[config.mk]
export PLATFORM = sky130hd
export DESIGN_NAME = argb_planar_rle_decoder_unit
export DESIGN_NICKNAME = d
export VERILOG_FILES = /design/src/arpd_pkg.sv /design/src/arpd_cfg.sv /design/src/arpd_decode.sv /design/src/arpd_out_q.sv /design/src/argb_planar_rle_decoder_unit.sv
export VERILOG_INCLUDE_DIRS = /design/src /design/src/src
export SDC_FILE = /design/constraint.sdc
export NUM_CORES = 1
export LEC_CHECK = 0
export BUFFER_PORTS_ARGS = -buffer_cell sky130_fd_sc_hd__buf_2
export CAP_MARGIN = 20
export CORE_MARGIN = 1.5
export CORE_UTILIZATION = 29
export CTS_CLUSTER_SIZE = 28
export DETAILED_ROUTE_END_ITERATION = 7
export PLACE_DENSITY_LB_ADDON = 0.12
export SYNTH_ARGS = -nofsm -noshare
export SYNTH_HDL_FRONTEND = slang
export SYNTH_SLANG_ARGS = --single-unit
[constraint.sdc]
create_clock -name clk -period 13.9 [get_ports clk]
set_input_delay 0.695 -clock clk [delete_from_list [all_inputs] [get_ports clk]]
set_output_delay 0.695 -clock clk [all_outputs]
set_load 0.1 [all_outputs]
[src/argb_planar_rle_decoder_unit_assert.svh]
// Assertion macros for the planar RLE decoder.
// Included by the top level; expects signals clk and rst_n in scope.
`ifndef ARGB_PLANAR_RLE_DECODER_UNIT_ASSERT_SVH
`define ARGB_PLANAR_RLE_DECODER_UNIT_ASSERT_SVH
`ifndef SYNTHESIS
`define ARPD_ASSERT_IMPL(lbl, ante, cons) \
    lbl: assert property (@(posedge clk) disable iff (!rst_n) (ante) |-> (cons)) \
        else $error("arpd: same-cycle check failed");
`define ARPD_ASSERT_NEXT(lbl, ante, cons) \
    lbl: assert property (@(posedge clk) disable iff (!rst_n) (ante) |=> (cons)) \
        else $error("arpd: next-cycle check failed");
`else
`define ARPD_ASSERT_IMPL(lbl, ante, cons)
`define ARPD_ASSERT_NEXT(lbl, ante, cons)
`endif
`endif

[src/arpd_pkg.sv]
// Shared types and constants for the planar RLE decoder.
// No dependencies; imported by every module of the block.
package arpd_pkg;

    localparam int unsigned MAX_PIXELS_DEF = 16384;
    localparam int unsigned PIXEL_COUNT_W  = 15;

    localparam logic [14:0] PIXEL_COUNT_RST = 15'd256;
    localparam logic [7:0]  RUN_MARK        = 8'h80;
    localparam logic [7:0]  RUN_BIAS        = 8'd3;
    localparam logic [2:0]  PAD_BYTES       = 3'd4;

    localparam logic [1:0]  REG_PIXEL_COUNT = 2'd0;
    localparam logic [1:0]  REG_HAS_ALPHA   = 2'd1;
    localparam logic [1:0]  REG_SKIP_HEADER = 2'd2;

    typedef enum logic [1:0] {
        ST_OK,
        ST_OVERRUN,
        ST_SHORT,
        ST_EXCESS
    } arpd_status_t;

    typedef enum logic [1:0] {
        CH_ALPHA,
        CH_RED,
        CH_GREEN,
        CH_BLUE
    } arpd_channel_t;

    typedef enum logic [2:0] {
        PH_START,
        PH_PAD,
        PH_HDR,
        PH_RUN,
        PH_LIT,
        PH_TRAIL,
        PH_DISCARD
    } arpd_phase_t;

    typedef struct packed {
        logic [14:0] pixel_count;
        logic        has_alpha;
        logic        skip_header;
    } arpd_cfg_t;

    typedef struct packed {
        logic [7:0]    sample_value;
        logic [7:0]    repeat_count;
        arpd_channel_t channel;
        logic          finished;
        arpd_status_t  status;
    } arpd_result_t;

endpackage

[src/arpd_cfg.sv]
// APB-style register file for the planar RLE decoder.
// Depends on arpd_pkg for the register map and the config struct.
module arpd_cfg
    import arpd_pkg::*;
(
    input  logic        clk,
    input  logic        rst_n,
    input  logic        psel,
    input  logic        penable,
    input  logic        pwrite,
    input  logic [3:0]  paddr,
    input  logic [31:0] pwdata,
    output logic [31:0] prdata,
    output logic        pready,
    output arpd_cfg_t   cfg
);

    arpd_cfg_t  cfg_reg;
    arpd_cfg_t  cfg_next;
    logic       wr_en;
    logic [1:0] reg_idx;

    assign pready  = 1'b1;
    assign wr_en   = psel && penable && pwrite && pready;
    assign reg_idx = paddr[3:2];
    assign cfg     = cfg_reg;

    always_comb
    begin
        cfg_next = cfg_reg;
        if (wr_en)
        begin
            case (reg_idx)
                REG_PIXEL_COUNT: cfg_next.pixel_count = pwdata[14:0];
                REG_HAS_ALPHA:   cfg_next.has_alpha   = pwdata[0];
                REG_SKIP_HEADER: cfg_next.skip_header = pwdata[0];
                default:         cfg_next = cfg_reg;
            endcase
        end
    end

    always_comb
    begin
        case (reg_idx)
            REG_PIXEL_COUNT: prdata = {17'd0, cfg_reg.pixel_count};
            REG_HAS_ALPHA:   prdata = {31'd0, cfg_reg.has_alpha};
            REG_SKIP_HEADER: prdata = {31'd0, cfg_reg.skip_header};
            default:         prdata = 32'd0;
        endcase
    end

    always_ff @(posedge clk or negedge rst_n)
    begin
        if (!rst_n)
        begin
            cfg_reg.pixel_count <= PIXEL_COUNT_RST;
            cfg_reg.has_alpha   <= 1'b0;
            cfg_reg.skip_header <= 1'b0;
        end
        else
        begin
            cfg_reg <= cfg_next;
        end
    end

endmodule

[src/arpd_decode.sv]
// Input register and per-byte decode step of the planar RLE decoder.
// Depends on arpd_pkg for phase, channel, status and result types.
module arpd_decode
    import arpd_pkg::*;
#(
    parameter int unsigned MAX_PIXELS = MAX_PIXELS_DEF
)
(
    input  logic         clk,
    input  logic         rst_n,
    input  arpd_cfg_t    cfg,
    input  logic         s_tvalid,
    output logic         s_tready,
    input  logic [7:0]   s_tdata,
    input  logic         s_tlast,
    input  logic         res_room,
    output logic         res_valid,
    output arpd_result_t res
);

    localparam int CW   = $clog2(MAX_PIXELS + 1);
    localparam int EW   = (CW > PIXEL_COUNT_W) ? CW : PIXEL_COUNT_W;
    localparam int SUMW = ((CW > 8) ? CW : 8) + 1;

    // input stage
    logic          in_vld_reg;
    logic          in_vld_next;
    logic [7:0]    in_byte_reg;
    logic          in_last_reg;
    logic          fire;

    // stream state
    arpd_phase_t   phase_reg, phase_next;
    logic [2:0]    pad_reg, pad_next;
    arpd_channel_t ch_reg, ch_next;
    logic [CW-1:0] sd_reg, sd_next;
    logic [7:0]    lit_reg, lit_next;
    logic [7:0]    run_reg, run_next;
    logic          trail_reg, trail_next;

    // state as seen by this byte (after a stream start is applied)
    arpd_phase_t   ph;
    logic [2:0]    pad;
    arpd_channel_t ch;
    logic [CW-1:0] sd;
    logic [7:0]    lit;
    logic [7:0]    run;
    logic          trail;

    logic [EW-1:0]   pc_ext;
    logic [EW-1:0]   max_ext;
    logic [EW-1:0]   eff_w;
    logic [SUMW-1:0] eff;
    logic [7:0]      hdr_num;
    logic [SUMW-1:0] hdr_sum;
    logic [7:0]      lit_dec;
    logic [7:0]      rep;
    logic            pkt_done;
    logic [SUMW-1:0] sd_new;
    logic            chan_full;
    logic            blue_done;

    logic            out_c;
    logic            fail_c;
    logic            fail_fin;
    arpd_status_t    fail_st;
    arpd_result_t    res_c;

    assign s_tready = !in_vld_reg || res_room;
    assign fire     = in_vld_reg && res_room;

    always_comb
    begin
        in_vld_next = in_vld_reg;
        if (s_tvalid && s_tready)
            in_vld_next = 1'b1;
        else if (fire)
            in_vld_next = 1'b0;
    end

    // clamp the live pixel count to 1..MAX_PIXELS
    assign pc_ext  = EW'(cfg.pixel_count);
    assign max_ext = EW'(MAX_PIXELS);
    assign eff_w   = (pc_ext == '0) ? EW'(1) : ((pc_ext > max_ext) ? max_ext : pc_ext);
    assign eff     = SUMW'(eff_w);

    always_comb
    begin
        ph    = phase_reg;
        pad   = pad_reg;
        ch    = ch_reg;
        sd    = sd_reg;
        lit   = lit_reg;
        run   = run_reg;
        trail = trail_reg;
        if (phase_reg == PH_START)
        begin
            pad   = cfg.skip_header ? PAD_BYTES : 3'd0;
            ch    = cfg.has_alpha ? CH_ALPHA : CH_RED;
            sd    = '0;
            lit   = 8'd0;
            run   = 8'd0;
            trail = 1'b0;
            ph    = cfg.skip_header ? PH_PAD : PH_HDR;
        end
    end

    assign hdr_num   = (in_byte_reg >= RUN_MARK) ? (in_byte_reg - RUN_MARK + RUN_BIAS)
                                                 : (in_byte_reg + 8'd1);
    assign hdr_sum   = SUMW'(sd) + SUMW'(hdr_num);
    assign lit_dec   = (lit != 8'd0) ? (lit - 8'd1) : 8'd0;
    assign rep       = (ph == PH_RUN) ? run : 8'd1;
    assign pkt_done  = (ph == PH_RUN) || (lit_dec == 8'd0);
    assign sd_new    = SUMW'(sd) + SUMW'(rep);
    assign chan_full = (sd_new >= eff);
    assign blue_done = pkt_done && (ch == CH_BLUE) && chan_full;

    always_comb
    begin
        phase_next = ph;
        pad_next   = pad;
        ch_next    = ch;
        sd_next    = sd;
        lit_next   = lit;
        run_next   = run;
        trail_next = trail;
        out_c      = 1'b0;
        fail_c     = 1'b0;
        fail_fin   = in_last_reg;
        fail_st    = ST_OK;
        res_c.sample_value = in_byte_reg;
        res_c.repeat_count = rep;
        res_c.channel      = ch;
        res_c.finished     = in_last_reg;
        res_c.status       = ST_OK;

        unique case (ph)
            PH_PAD:
            begin
                pad_next   = (pad != 3'd0) ? (pad - 3'd1) : 3'd0;
                phase_next = (pad_next == 3'd0) ? PH_HDR : PH_PAD;
                if (in_last_reg)
                begin
                    fail_c   = 1'b1;
                    fail_st  = ST_SHORT;
                    fail_fin = 1'b1;
                end
            end
            PH_HDR:
            begin
                // overrun wins over a short stream
                if (hdr_sum > eff)
                begin
                    fail_c  = 1'b1;
                    fail_st = ST_OVERRUN;
                end
                else if (in_last_reg)
                begin
                    fail_c   = 1'b1;
                    fail_st  = ST_SHORT;
                    fail_fin = 1'b1;
                end
                else if (in_byte_reg >= RUN_MARK)
                begin
                    run_next   = hdr_num;
                    phase_next = PH_RUN;
                end
                else
                begin
                    lit_next   = hdr_num;
                    phase_next = PH_LIT;
                end
            end
            PH_RUN, PH_LIT:
            begin
                if (ph == PH_RUN)
                    run_next = 8'd0;
                else
                    lit_next = lit_dec;
                sd_next = CW'(sd_new);
                if (in_last_reg && !blue_done)
                begin
                    fail_c   = 1'b1;
                    fail_st  = ST_SHORT;
                    fail_fin = 1'b1;
                end
                else
                begin
                    out_c = 1'b1;
                    if (pkt_done)
                    begin
                        phase_next = PH_HDR;
                        if (chan_full)
                        begin
                            if (ch == CH_BLUE)
                                phase_next = PH_TRAIL;
                            else
                            begin
                                ch_next = arpd_channel_t'(ch + 2'd1);
                                sd_next = '0;
                            end
                        end
                    end
                    if (in_last_reg)
                        phase_next = PH_START;
                end
            end
            PH_TRAIL:
            begin
                if (trail)
                begin
                    fail_c  = 1'b1;
                    fail_st = ST_EXCESS;
                end
                else if (in_last_reg)
                begin
                    out_c              = 1'b1;
                    phase_next         = PH_START;
                    res_c.sample_value = 8'd0;
                    res_c.repeat_count = 8'd0;
                    res_c.finished     = 1'b1;
                end
                else
                    trail_next = 1'b1;
            end
            default:
            begin
                // discard until the stream ends
                if (in_last_reg)
                    phase_next = PH_START;
            end
        endcase

        if (fail_c)
        begin
            out_c              = 1'b1;
            phase_next         = fail_fin ? PH_START : PH_DISCARD;
            res_c.sample_value = 8'd0;
            res_c.repeat_count = 8'd0;
            res_c.channel      = ch;
            res_c.finished     = 1'b1;
            res_c.status       = fail_st;
        end
    end

    assign res_valid = fire && out_c;
    assign res       = res_c;

    always_ff @(posedge clk or negedge rst_n)
    begin
        if (!rst_n)
        begin
            in_vld_reg <= 1'b0;
            phase_reg  <= PH_START;
            pad_reg    <= 3'd0;
            ch_reg     <= CH_RED;
            sd_reg     <= '0;
            lit_reg    <= 8'd0;
            run_reg    <= 8'd0;
            trail_reg  <= 1'b0;
        end
        else
        begin
            in_vld_reg <= in_vld_next;
            if (fire)
            begin
                phase_reg <= phase_next;
                pad_reg   <= pad_next;
                ch_reg    <= ch_next;
                sd_reg    <= sd_next;
                lit_reg   <= lit_next;
                run_reg   <= run_next;
                trail_reg <= trail_next;
            end
        end
    end

    always_ff @(posedge clk)
    begin
        if (s_tvalid && s_tready)
        begin
            in_byte_reg <= s_tdata;
            in_last_reg <= s_tlast;
        end
    end

endmodule

[src/arpd_out_q.sv]
// Two-entry result queue that decouples the decoder from output stalls.
// Depends on arpd_pkg for the result struct.
module arpd_out_q
    import arpd_pkg::*;
(
    input  logic         clk,
    input  logic         rst_n,
    input  logic         push,
    input  arpd_result_t push_data,
    output logic         room,
    output logic         m_tvalid,
    input  logic         m_tready,
    output arpd_result_t head
);

    arpd_result_t entry_reg [2];
    logic         wr_ptr_reg, wr_ptr_next;
    logic         rd_ptr_reg, rd_ptr_next;
    logic [1:0]   cnt_reg, cnt_next;
    logic         pop;

    assign room     = (cnt_reg != 2'd2);
    assign m_tvalid = (cnt_reg != 2'd0);
    assign pop      = m_tvalid && m_tready;
    assign head     = entry_reg[rd_ptr_reg];

    always_comb
    begin
        wr_ptr_next = push ? !wr_ptr_reg : wr_ptr_reg;
        rd_ptr_next = pop ? !rd_ptr_reg : rd_ptr_reg;
        cnt_next    = cnt_reg + {1'b0, push} - {1'b0, pop};
    end

    always_ff @(posedge clk or negedge rst_n)
    begin
        if (!rst_n)
        begin
            wr_ptr_reg <= 1'b0;
            rd_ptr_reg <= 1'b0;
            cnt_reg    <= 2'd0;
        end
        else
        begin
            wr_ptr_reg <= wr_ptr_next;
            rd_ptr_reg <= rd_ptr_next;
            cnt_reg    <= cnt_next;
        end
    end

    always_ff @(posedge clk)
    begin
        if (push)
            entry_reg[wr_ptr_reg] <= push_data;
    end

endmodule

[src/argb_planar_rle_decoder_unit.sv]
// Top level of the planar ARGB/RGB run-length decoder.
// Depends on arpd_pkg, arpd_cfg, arpd_decode, arpd_out_q and the assertion header.

// Decodes a packed run-length stream one byte per beat, channel by channel
// (alpha when enabled, then red, green, blue), and emits one beat per data
// byte with its value, repeat count and channel, or a status-only beat that
// ends the stream. The block takes one byte every cycle while the queue has
// room: each byte is registered, decoded against small counters and written
// into a two-entry result queue, so a result reaches the output through the
// input register and the queue, and input keeps flowing while one result
// waits downstream. Input stalls only when both queue entries are occupied.
// Configuration registers: 0x0 pixel_count, 0x4 has_alpha, 0x8 skip_header;
// has_alpha and skip_header take effect at the next stream start, pixel_count
// at once.
`include "argb_planar_rle_decoder_unit_assert.svh"

module argb_planar_rle_decoder_unit
    import arpd_pkg::*;
#(
    parameter int unsigned MAX_PIXELS = MAX_PIXELS_DEF
)
(
    input  logic        clk,
    input  logic        rst_n,
    // input stream
    input  logic        s_tvalid,
    output logic        s_tready,
    input  logic [7:0]  s_tdata,   // [7:0] packed_byte
    input  logic        s_tlast,   // final_byte
    // result stream
    output logic        m_tvalid,
    input  logic        m_tready,
    output logic [15:0] m_tdata,   // [7:0] sample_value, [15:8] repeat_count
    output logic [3:0]  m_tuser,   // [1:0] channel, [3:2] status
    output logic        m_tlast,   // finished
    // configuration
    input  logic        psel,
    input  logic        penable,
    input  logic        pwrite,
    input  logic [3:0]  paddr,
    input  logic [31:0] pwdata,
    output logic [31:0] prdata,
    output logic        pready
);

    arpd_cfg_t    cfg;
    logic         res_room;
    logic         res_valid;
    arpd_result_t res;
    arpd_result_t head;

    arpd_cfg u_cfg (
        .clk     (clk),
        .rst_n   (rst_n),
        .psel    (psel),
        .penable (penable),
        .pwrite  (pwrite),
        .paddr   (paddr),
        .pwdata  (pwdata),
        .prdata  (prdata),
        .pready  (pready),
        .cfg     (cfg)
    );

    arpd_decode #(
        .MAX_PIXELS (MAX_PIXELS)
    ) u_decode (
        .clk       (clk),
        .rst_n     (rst_n),
        .cfg       (cfg),
        .s_tvalid  (s_tvalid),
        .s_tready  (s_tready),
        .s_tdata   (s_tdata),
        .s_tlast   (s_tlast),
        .res_room  (res_room),
        .res_valid (res_valid),
        .res       (res)
    );

    arpd_out_q u_out_q (
        .clk       (clk),
        .rst_n     (rst_n),
        .push      (res_valid),
        .push_data (res),
        .room      (res_room),
        .m_tvalid  (m_tvalid),
        .m_tready  (m_tready),
        .head      (head)
    );

    assign m_tdata = {head.repeat_count, head.sample_value};
    assign m_tuser = {head.status, head.channel};
    assign m_tlast = head.finished;

    `ARPD_ASSERT_IMPL(a_stall_means_full, !s_tready, m_tvalid)
    `ARPD_ASSERT_IMPL(a_error_ends_stream, m_tvalid && (m_tuser[3:2] != ST_OK), m_tlast)
    `ARPD_ASSERT_IMPL(a_status_only_ends_stream, m_tvalid && (m_tdata[15:8] == 8'd0), m_tlast)
    `ARPD_ASSERT_NEXT(a_push_shows_next, res_valid && !m_tvalid, m_tvalid)

endmodule
Word level (Yosys, flattened, before mapping):

Memories as Yosys holds them, arrays and structs flattened.
Cells that the tools add are included.

* $add $sub $neg: 10
* multipliers: 0
* div/mod/pow operators: 0
* $lt $le $gt $ge: 4
* equal/unequal tests: 9
* shifts and indexed selects: 0
* muxes and demuxes: 82
* bitwise operators: 0
* reductions and logical operators: 28

Operator list (count)
* 2-to-1 mux 15 bit: 8
* 2-to-1 mux 8 bit: 13
* 2-to-1 mux 3 bit: 17
* 2-to-1 mux 16 bit: 3
* case mux 15 bit (3 select lines): 1
* adder 15 x 8 -> 16 bit: 2
* case mux 8 bit (2 select lines): 2
* 2-to-1 mux 2 bit: 12
* 2-to-1 mux 21 bit: 1
* 2-to-1 mux 1 bit: 20
* greater-or-equal comparator 16 x 15 -> 1 bit: 1
* > comparator 16 x 15 -> 1 bit: 1
* > comparator 15 bit, second input constant: 1
* logical NOT 15 bit: 1
* case mux 3 bit (4 select lines): 1
* logical AND 1 bit: 9
* adder 8 x 1 -> 8 bit, second input constant: 1
* adder 8 x 2 -> 8 bit, second input constant: 1
* greater-or-equal comparator 8 bit, second input constant: 1
* logical NOT 8 bit: 1
* case mux 2 bit (4 select lines): 1
* nonzero test 8 bit: 1
* subtractor 8 x 1 -> 8 bit, second input constant: 1
* subtractor 8 bit, second input constant: 1
* other kinds (21): 32

* bits in registers: 71
* latch bits: 0
* RAM bits: 42
* bits in read-only memories: 0
* bits of input ports: 52
* output and inout port bits: 56
* word-level logic and storage cells: 150
* memories: 1

Memories
* u_out_q.entry_reg: depth 2, bits a word 21, rd ports 1, clocked after Yosys merged registers in 0, wr ports 1, line arpd_out_q.sv:16 `arpd_result_t entry_reg [2];`

Longest topological paths before layout:

Gate-level depths: netlist of the first run.

* depth in word-level cells: 16
* gate-level depth with buffers: 29
* depth with buffers taken out: 25

Modules after synthesis:

Synthesis of the first run repeated with hierarchy kept, for this count alone.

* cells, all modules: 812
* area, all modules: 7945.1 µm²

By module, submodules not included
* arpd_decode: instances 1, cells each 652, area each 5250.0 µm², sequential area each 1297.5 µm²
* arpd_out_q: instances 1, cells each 82, area each 1717.9 µm², sequential area each 1361.3 µm²
* arpd_cfg: instances 1, cells each 78, area each 977.2 µm², sequential area each 426.7 µm²

Least setup slack after synthesis of the first run:

OpenSTA, ideal clock, no wires.

* path kind: reg2reg
* from: reg u_decode.phase_reg[0]
* to: mem u_out_q.entry_reg[0][0] (netlist bit), enable pin
* setup time: 0.401 ns
* arrival: 6.054 ns
* required time: 13.499 ns
* slack: 7.444 ns
* stages on the path, launching flop included: 27
* path buffers: 5
* clock period less this slack: 6.456 ns
* cells stage by stage: dfrtp_1 buf_6 or3_1 buf_2 buf_6 clkbuf_1 clkbuf_1 and2_1 ha_1 fa_1 a21o_1 a21oi_1 o21bai_1 a21oi_1 o21bai_1 a21oi_1 or3_1 a21oi_1 ha_1 and4_1 nand3_1 o21bai_1 o21ba_2 nor3_1 o211a_1 a31oi_2 nor2b_1

* word-level cells in the longest chain between the ends: 16
* elaborated cells between the ends (all ways): 39
* those cells by class: 3 x add/sub; 2 x order compare; 6 x eq/ne; 18 x mux; 10 x reduce/logical

Ends and longest elaborated chain
* start, declared: line arpd_decode.sv:33 `arpd_phase_t phase_reg, phase_next;`
* start signal, assigned: line arpd_decode.sv:267 `phase_reg <= phase_next;`
* branches (longest 12 deep; another with adder 15 x 8 -> 16 bit)
* 2-to-1 mux 1 bit *: line arpd_decode.sv:234 `if (fail_c)`
* logical AND 1 bit *: line arpd_decode.sv:246 `assign res_valid = fire && out_c;`
* 2-to-1 mux 1 bit *: line arpd_out_q.sv:52 `if (push)`
* 2-to-1 mux 1 bit (implied by the code) *: line arpd_out_q.sv:53 `entry_reg[wr_ptr_reg] <= push_data;`
* end, declared: line arpd_out_q.sv:16

Mark *: on every way between the ends.

Worst setup path after layout of the first run:

* from: reg u_decode.phase_reg[1]
* to: mem u_out_q.entry_reg[1][11] (netlist bit), enable pin

The elaborated chain is that of the path after synthesis.

==> results.sh, run 1 <==
export IMPL_drc=0
export IMPL_worst_pin_slew_ns=1.104
export IMPL_synthToLayoutAreaGrowth_pct=15.21
export IMPL_final_cell_mix="nand2_1, buf_2, o21ai_0, dfrtp_1, ha_1"
export IMPL_p_per_area_nw_per_um2=227.9
export IMPL_holdPathStages=1
export IMPL_ctsResizeCount=0
export IMPL_holdBufCountCts=0
export IMPL_required_ns=13.93
export IMPL_cp_arrival_ns=7.36
export IMPL_grt_start_max_net_pins=63
export IMPL_vdd_drop_max_v=0.00009112
export IMPL_dieArea_sq_um=28540
export IMPL_grt_overflow_total=0
export IMPL_grt_antenna_before_repair=0
export IMPL_ys_seq_elements=113
export IMPL_max_slew_margin_rel_pct=26.17
export IMPL_rsz0062_at_grt="no"
export IMPL_hold_class="input pin to flop"
export IMPL_hpwl_mm=16.57
export IMPL_port_buffers=70
export IMPL_post_route_period_util_pct=52.77
export IMPL_cts_tree="built"
export IMPL_finalHoldViolCount=0
export IMPL_multi_input_area_sq_um=4509
export IMPL_critical_path_class="flop to flop"
export IMPL_htree_levels=4
export IMPL_fin_cells=1253
export IMPL_drive_above_1_share_pct=19.30
export IMPL_seq_area_sq_um=3085
export IMPL_drtIter0Drc=395
export IMPL_fmax_ghz=0.1363
export IMPL_post_cts_setup_buffers=0
export IMPL_routed_via_count=6432
export IMPL_die_height_um=168.9
export IMPL_status="finished clean"
export IMPL_dr_pass1_iters=5
export IMPL_power_leakage_nw=3.925
export IMPL_syn_inst=845
export IMPL_clk_latency_ns=0.42
export IMPL_fin_tns_setup_ns=0
export IMPL_grtUsageTotal_pct=16.59
export IMPL_syn_mean_instance_area_sq_um=9.450
export IMPL_synth_cell_types=85
export IMPL_nNetsFinal=1006
export IMPL_num_antenna_cells=0
export IMPL_report_final_slew_viol_count=0
export IMPL_startpoint_type="flop"
export IMPL_core_area_sq_um=26950
export IMPL_numPlacedInstances=1220
export IMPL_postRouteAntennaNets=0
export IMPL_ys_flop_type="dfrtp_1"
export IMPL_final_common_cell="nand2_1"
export IMPL_grt_pass1_wl_mm=36.28
export IMPL_gp_congestion=0.7867
export IMPL_fp_dieW_um=168.9
export IMPL_clkTransAtPathRegs_ns=0.06
export IMPL_maxCapViolCount=0
export IMPL_cts_sinks=113
export IMPL_cts_made_buffers=17
export IMPL_clock_skew_ns=0.01392
export IMPL_row_count=60
export IMPL_async_flop_share_pct=54.87
export IMPL_worst_r2r_cell_count=22
export IMPL_nFillCells=2779
export IMPL_grt_pass1_vias=6372
export IMPL_post_drt_via_cell_ratio=5.133
export IMPL_pin_count=108
export IMPL_crit_fanout=22
export IMPL_yosys_warnings=0
export IMPL_largest_reg_flops=42
export IMPL_crit_path_end_kind="flop"
export IMPL_wl_per_cell_um=18.22
export IMPL_syn_area_sq_um=7985
export IMPL_ctsLongestPathBuffers=2
export IMPL_clockRootBuffer="clkbuf_16"
export IMPL_synth_edf_count=51
export IMPL_fin_crit_ns=7.335
export IMPL_start_util_pct=29.63
export IMPL_ys_seq_area_share_pct=38.64
export IMPL_setup_viol=0
export IMPL_wl_mm=22.84
-- synthesized netlist by cell type (all sizes together) (8+ instances only) --
| master | number | area, sq um |
|---|---|---|
| nand2 | 76 | 285.3 |
| mux2 | 35 | 394.1 |
| ha | 53 | 663.1 |
| and2 | 36 | 225.2 |
| a21o | 11 | 82.58 |
| edfxtp | 51 | 1531 |
| clkbuf | 30 | 112.6 |
| nor2 | 52 | 197.7 |
| o21ai | 66 | 334.1 |
| xor2 | 14 | 122.6 |
| a31oi | 8 | 62.56 |
| xnor2 | 29 | 254.0 |
| nor2b | 8 | 50.05 |
| nor3 | 23 | 115.1 |
| a22o | 12 | 105.1 |
| inv | 32 | 120.1 |
| a21oi | 34 | 170.2 |
| dfrtp | 60 | 1501 |
| or3 | 8 | 50.05 |
| and3 | 21 | 131.4 |
| nand4 | 9 | 56.30 |
| buf | 33 | 226.5 |
| nand3 | 24 | 120.1 |
-- final timing paths --
path	startpoint	to	slack [ns]
hold / removal	s_tlast	u_decode.in_last_reg	0.46
hold reg to reg	u_decode.run_reg[0]	u_decode.run_reg[0]	0.49
min in group asynchronous	rst_n	u_cfg.cfg[12]	0.50
setup reg to reg	u_decode.phase_reg[1]	u_out_q.entry_reg[1][11]	6.56
max in group asynchronous	rst_n	u_decode.lit_reg[4]	12.79
setup / recovery	u_decode.phase_reg[1]	u_out_q.entry_reg[1][11]	6.56
-- where the power goes --
| group | total [mW] | switching (mW) | internal, mW |
|---|---|---|---|
| Sequential | 0.555 | 0.0913 | 0.464 |
| Combinational | 1.09 | 0.767 | 0.320 |
| Clock | 0.454 | 0.172 | 0.282 |
| Total | 2.10 | 1.03 | 1.07 |
-- through the flow --
stage,power (mW),hold slack [ns],util [%],area [sq um],worst slack [ns]
2_1_floorplan,1.400,0.3994,-,8045,7.444
3_3_place_gp,1.647,0.4652,31.83,8578,6.316
3_5_place_dp,1.645,0.4671,31.83,8578,6.337
4_1_cts,2.109,0.4411,34.03,9173,6.308
5_1_grt,2.236,0.4429,34.14,9200,5.842
6_report,2.096,0.4594,34.14,9200,6.565
-- critical path: stages (launching register included) --
cell and delay, ns:
dfrtp_1 0.85, and3b_1 0.62, nand2b_1 0.18, ha_1 0.24, inv_1 0.07, fa_1 0.23, inv_1 0.06, maj3_1 0.32
a21oi_1 0.26, o21ai_0 0.20, o41ai_2 0.58, nor3_1 0.18, xnor2_1 0.26, ha_1 0.30, and3_1 0.15, o21ai_0 0.22
a21oi_1 0.14, a2111oi_0 0.48, and3_1 0.26, nor2_1 0.06, buf_4 0.19, a31oi_2 0.24, and2_1 0.83
-- metal layers --
layer	vias up	track usage, %	share of wire (%)
met5	-	0	0
met4	0	7.686	3.1
met3	33	2.502	2.8
met2	104	26.19	45
met1	3118	22.34	49
li1	3177	-	-
-- kinds of logic (layout without fill, tap and decap cells) --
group	after synthesis	count (layout)	share of synthesized area, %
xor+xnor	43	43	4.716
flops	113	113	38.64
compound gates	205	205	17.53
buf+inv	96	147	5.797
other cells	2	18	0.09405
mux	37	37	5.186
simple gates	291	291	18.85
fa+ha+maj	58	58	9.182
-- area by class of cell --
type | instances | share of cell area (%)
clock inverter | 13 | 1.754
inverter | 33 | 1.346
tap | 341 | 4.638
sequential | 113 | 33.54
timing repair buffer | 82 | 5.005
multi-input combinational | 652 | 49.01
clock buffer | 19 | 4.706
Note: power is estimated with default switching activity, not from simulation.
==> run 2, diff against run 1 <==
clock period = 7.55 ns   (was 13.9 ns; I/O delays follow)
==> run 2 against run 1 <==
Setup slack lost 5.3 ns. Flip-flop and latch count unchanged. Sequential share of layout area increased by 0.087 points. Fmax up 16%. Clock-buffer cell count decreased by 2. Critical path type unchanged. Largest power group unchanged.
==> results.sh, run 2 (synthesis results as in run 1) <==
export IMPL_max_slew_margin_rel_pct=29.65
export IMPL_post_cts_setup_buffers=0
export IMPL_fmax_ghz=0.1579
export IMPL_drc=0
export IMPL_start_util_pct=29.63
export IMPL_largest_reg_flops=42
export IMPL_grt_antenna_before_repair=0
export IMPL_post_drt_via_cell_ratio=5.166
export IMPL_required_ns=7.70
export IMPL_fin_crit_ns=6.332
export IMPL_grt_pass1_wl_mm=35.59
export IMPL_drtIter0Drc=412
export IMPL_dr_pass1_iters=7
export IMPL_holdBufCountCts=0
export IMPL_clock_skew_ns=0.01021
export IMPL_htree_levels=4
export IMPL_cts_tree="built"
export IMPL_power_leakage_nw=3.934
export IMPL_postRouteAntennaNets=0
export IMPL_grtUsageTotal_pct=16.27
export IMPL_maxCapViolCount=0
export IMPL_grt_pass1_vias=6186
export IMPL_crit_fanout=18
export IMPL_row_count=60
export IMPL_startpoint_type="flop"
export IMPL_rsz0062_at_grt="no"
export IMPL_crit_path_end_kind="flop"
export IMPL_vdd_drop_max_v=0.0001482
export IMPL_top_layer="met4"
export IMPL_worst_pin_slew_ns=1.044
export IMPL_clkTransAtPathRegs_ns=0.06
export IMPL_wl_mm=22.60
export IMPL_cts_sinks=113
export IMPL_dieArea_sq_um=28540
export IMPL_grt_overflow_total=0
export IMPL_wl_met2_mm=10.44
export IMPL_gp_congestion=0.7971
export IMPL_finalPower_mw=3.792
export IMPL_grt_start_max_net_pins=63
export IMPL_fp_dieW_um=168.9
export IMPL_ctsLongestPathBuffers=2
export IMPL_routed_via_count=6494
export IMPL_nFillCells=2755
export IMPL_wl_met1_mm=10.99
export IMPL_wl_per_cell_um=17.98
export IMPL_cp_arrival_ns=6.48
export IMPL_finalHoldViolCount=0
export IMPL_pin_count=108
export IMPL_clk_latency_ns=0.42
export IMPL_route_met3_wl_um=828
export IMPL_p_per_area_nw_per_um2=413.2
export IMPL_report_final_slew_viol_count=0
export IMPL_fin_cells=1257
export IMPL_clockRootBuffer="clkbuf_16"
export IMPL_port_buffers=70
export IMPL_ctsResizeCount=0
export IMPL_status="finished clean"
export IMPL_final_common_cell="nand2_1"
export IMPL_setup_viol=0
export IMPL_hpwl_mm=16.63
export IMPL_critical_path_class="flop to flop"
export IMPL_num_antenna_cells=0
export IMPL_cts_made_buffers=17
export IMPL_die_height_um=168.9
export IMPL_final_cell_mix="nand2_1, buf_2, o21ai_0, dfrtp_1, ha_1"
export IMPL_fin_tns_setup_ns=0
export IMPL_drive_above_1_share_pct=19.87
export IMPL_final_core_util_pct=34.05
export IMPL_hold_class="input pin to flop"
export IMPL_synthToLayoutAreaGrowth_pct=14.92
export IMPL_post_route_period_util_pct=83.87
export IMPL_core_area_sq_um=26950
export IMPL_numPlacedInstances=1225
export IMPL_nNetsFinal=1010
-- run 2: worst paths after layout --
| kind | from | endpoint | slack [ns] | cells past startpoint |
|---|---|---|---|---|
| worst max-delay path | u_decode.phase_reg[0] | u_out_q.entry_reg[1][5] | 1.22 | 23 |
| worst min-delay path | s_tlast | u_decode.in_last_reg | 0.14 | 1 |
| worst max register to register | u_decode.phase_reg[0] | u_out_q.entry_reg[1][5] | 1.22 | 23 |
| worst min register to register | u_decode.sd_reg[1] | u_decode.sd_reg[1] | 0.49 | 2 |
| max in group asynchronous | rst_n | u_decode.lit_reg[1] | 6.78 | 2 |
| min in group asynchronous | rst_n | u_cfg.cfg[11] | 0.15 | 2 |
-- run 2: through the flow --
stage	hold slack (ns)	instance area (sq um)	setup slack, ns
after floorplan	0.08191	8045	1.094
after CTS	0.1193	9176	1.057
after detailed placement	0.4742	8616	1.090
after global routing	0.1160	9176	0.6601
final	0.1367	9176	1.218
after global placement	0.4708	8616	1.201
-- run 2: cell type report --
class / instances / area [sq um] / share of cell area [%]
Clock buffer: 17 / 425.4 / 4.636
Inverter: 33 / 123.9 / 1.350
Timing Repair Buffer: 86 / 470.5 / 5.127
Sequential cell: 113 / 3085 / 33.62
Clock inverter: 15 / 135.1 / 1.473
Multi-Input combinational cell: 652 / 4509 / 49.14
Tap cell: 341 / 426.7 / 4.650
-- run 2: where the power goes --
part	switching [mW]	internal, mW
sequential	0.169	0.853
clock	0.332	0.456
combinational	1.40	0.580
total	1.90	1.89
-- run 2: worst max-delay path: stages, from the launching register on --
cell and delay [ns]:
dfrtp_1 0.48, or3_1 0.48, and2_1 0.21, ha_1 0.21, inv_1 0.07, fa_1 0.22
inv_1 0.06, maj3_1 0.32, a21oi_1 0.27, o21ai_0 0.25, o41ai_2 0.28, buf_4 0.20
nor3_1 0.07, xnor2_1 0.20, ha_1 0.33, nand4_1 0.12, o21a_1 0.21, a21oi_1 0.19
a2111oi_0 0.10, and3_1 0.23, nor2_1 0.73, a31oi_2 0.28, and2_1 0.30, buf_4 0.24
-- run 2: layer usage --
layer | vias up | track usage (%)
li1 | 3188 | -
met1 | 3138 | 22.67
met2 | 149 | 25.51
met3 | 19 | 2.852
met4 | 0 | 5.202
met5 | - | 0
==> run 3, diff against run 2 <==
clock period = 6 ns   (was 7.55 ns; I/O delays follow)
==> run 3 against run 2 <==
Largest power group unchanged. Hold slack worse by 0.083 ns. Sequential power up 25%. Largest cell class unchanged. First-iteration DRC count down 12%. Clock-buffer cell count up 5. Sequential share of layout area down 0.80 points. Critical endpoint is now u_out_q.cnt_reg[1]. Critical path type unchanged. Combinational power up 32%. Via count down 0.85%.
==> results.sh, run 3 (synthesis results as in run 1) <==
export IMPL_status="finished clean"
export IMPL_dr_pass1_iters=5
export IMPL_core_area_sq_um=26950
export IMPL_crit_fanout=6
export IMPL_gp_congestion=0.8009
export IMPL_fin_crit_ns=5.552
export IMPL_max_slew_margin_rel_pct=36.96
export IMPL_fin_area_sq_um=9399
export IMPL_synthToLayoutAreaGrowth_pct=17.71
export IMPL_fin_cells=1273
export IMPL_port_buffers=70
export IMPL_start_util_pct=29.63
export IMPL_final_common_cell="nand2_1"
export IMPL_ctsLongestPathBuffers=2
export IMPL_nFillCells=2748
export IMPL_fin_tns_setup_ns=0
export IMPL_startpoint_type="flop"
export IMPL_worst_pin_slew_ns=0.9456
export IMPL_required_ns=6.34
export IMPL_pin_count=108
export IMPL_rsz0062_at_grt="no"
export IMPL_hold_class="input pin to flop"
export IMPL_crit_path_end_kind="flop"
export IMPL_cp_top_family="compound AO/OA/AOI/OAI gates"
export IMPL_drive_above_1_share_pct=21.46
export IMPL_hold_ws_ns=0.05324
export IMPL_dieArea_sq_um=28540
export IMPL_htree_levels=4
export IMPL_routed_via_count=6439
export IMPL_cp_arrival_ns=5.90
export IMPL_post_route_period_util_pct=92.53
export IMPL_setup_viol=0
export IMPL_p_per_area_nw_per_um2=522.4
export IMPL_cts_sinks=113
export IMPL_cts_tree="built"
export IMPL_postRouteAntennaNets=0
export IMPL_grt_pass1_vias=6354
export IMPL_grtUsageTotal_pct=16.59
export IMPL_grt_pass1_wl_mm=36.42
export IMPL_numPlacedInstances=1241
export IMPL_crit_buf_inv=4
export IMPL_grt_start_max_net_pins=63
export IMPL_cts_made_buffers=17
export IMPL_die_height_um=168.9
export IMPL_drtIter0Drc=363
export IMPL_fmax_ghz=0.1801
export IMPL_grt_antenna_before_repair=0
export IMPL_num_antenna_cells=0
export IMPL_report_final_slew_viol_count=0
export IMPL_clk_latency_ns=0.42
export IMPL_grt_overflow_total=0
export IMPL_clockRootBuffer="clkbuf_16"
export IMPL_hpwl_mm=16.93
export IMPL_maxCapViolCount=0
export IMPL_vdd_drop_max_v=0.0001625
export IMPL_finalHoldViolCount=0
export IMPL_clock_skew_ns=0.01830
export IMPL_wl_per_cell_um=17.78
export IMPL_drc=0
export IMPL_fp_dieW_um=168.9
export IMPL_nNetsFinal=1026
export IMPL_postPlaceCellArea_sq_um=8785
export IMPL_critical_path_class="flop to flop"
export IMPL_largest_reg_flops=42
export IMPL_post_drt_via_cell_ratio=5.058
export IMPL_power_leakage_nw=4.036
export IMPL_row_count=60
export IMPL_slowest_delay_ns=0.44
export IMPL_crit_slowest_cell="or3_1"
export IMPL_wl_mm=22.64
export IMPL_clkTransAtPathRegs_ns=0.06
export IMPL_final_cell_mix="nand2_1, buf_2, dfrtp_1"
[run 3: changes by cell type in the layout (fill, tap and decap cells not counted), sizes merged]
cell,previous run,this run
buf,86,102
bufinv,1,2
clkbuf,17,22
clkinv,9,5
clkinvlp,2,3
inv,36,33
[run 3: path summary, 6_finish.rpt]
check,depth (start not counted),to,slack [ns],from
max,25,u_out_q.cnt_reg[1],0.45,u_decode.phase_reg[0]
min,1,u_decode.in_byte_reg[4],0.05,s_tdata[4]
max reg2reg,25,u_out_q.cnt_reg[1],0.45,u_decode.phase_reg[0]
min reg2reg,1,u_decode.run_reg[0],0.49,u_decode.run_reg[0]
max in group asynchronous,2,u_decode.lit_reg[4],5.28,rst_n
min in group asynchronous,2,u_cfg.cfg[11],0.07,rst_n
[run 3: report_power, final]
part           switching [mW]  internal (mW)  total (mW)  leakage [nW]
Sequential              0.197           1.07        1.27          1.28
Clock                   0.386          0.644        1.03         0.281
Combinational            1.81          0.798        2.61          2.48
Total                    2.39           2.52        4.91          4.04
[run 3: repair_timing]
item,4_1_cts,5_1_grt
hold buffers,0,0
buffers inserted,0,0
setup endpoints to repair,0,56
gates resized for setup,0,8
[run 3: layout make-up]
type / count / area, sq um / area share [%]
Multi-Input combinational cell: 652 / 4551 / 48.42
Timing Repair Buffer: 102 / 628.1 / 6.683
Clock inverter: 10 / 108.9 / 1.158
Tap cell: 341 / 426.7 / 4.539
Sequential cell: 113 / 3085 / 32.83
Clock buffer: 22 / 475.5 / 5.059
Inverter: 33 / 123.9 / 1.318
[run 3: worst register-to-register path, stage by stage (launching register included)]
cell and delay [ns]:
dfrtp_1 0.38, or3_1 0.44, and2_1 0.21, ha_1 0.22, inv_1 0.07, fa_1 0.22, inv_1 0.06, maj3_1 0.32
a21oi_1 0.23, o21ai_1 0.16, o41ai_2 0.26, buf_4 0.20, nor3_1 0.08, xnor2_1 0.23, ha_1 0.29, and3_1 0.15
o21ai_0 0.22, a21oi_1 0.16, a211oi_2 0.27, nand3_1 0.18, o221ai_1 0.34, a31oi_4 0.15, buf_4 0.17, ha_1 0.19
xnor2_1 0.17, xnor2_1 0.14
[run 3: routing by layer]
metal / up-vias / GRT usage (%) / part of all wire [%]
met4: 0 / 4.969 / 1.3
met5: - / 0 / 0
li1: 3202 / - / -
met2: 131 / 26.21 / 46
met3: 17 / 2.151 / 3.5
met1: 3089 / 23.55 / 50
[run 3: stage by stage]
stage / utilization (%) / power (mW) / setup WS, ns
after global placement: 32.60 / 3.899 / 0.1492
final: 34.87 / 4.910 / 0.4484
after global routing: 34.87 / 5.233 / 0.01536
after floorplan: - / 3.249 / 0.1643
after CTS: 34.76 / 4.943 / 0.1302
after detailed placement: 32.60 / 3.889 / 0.2479
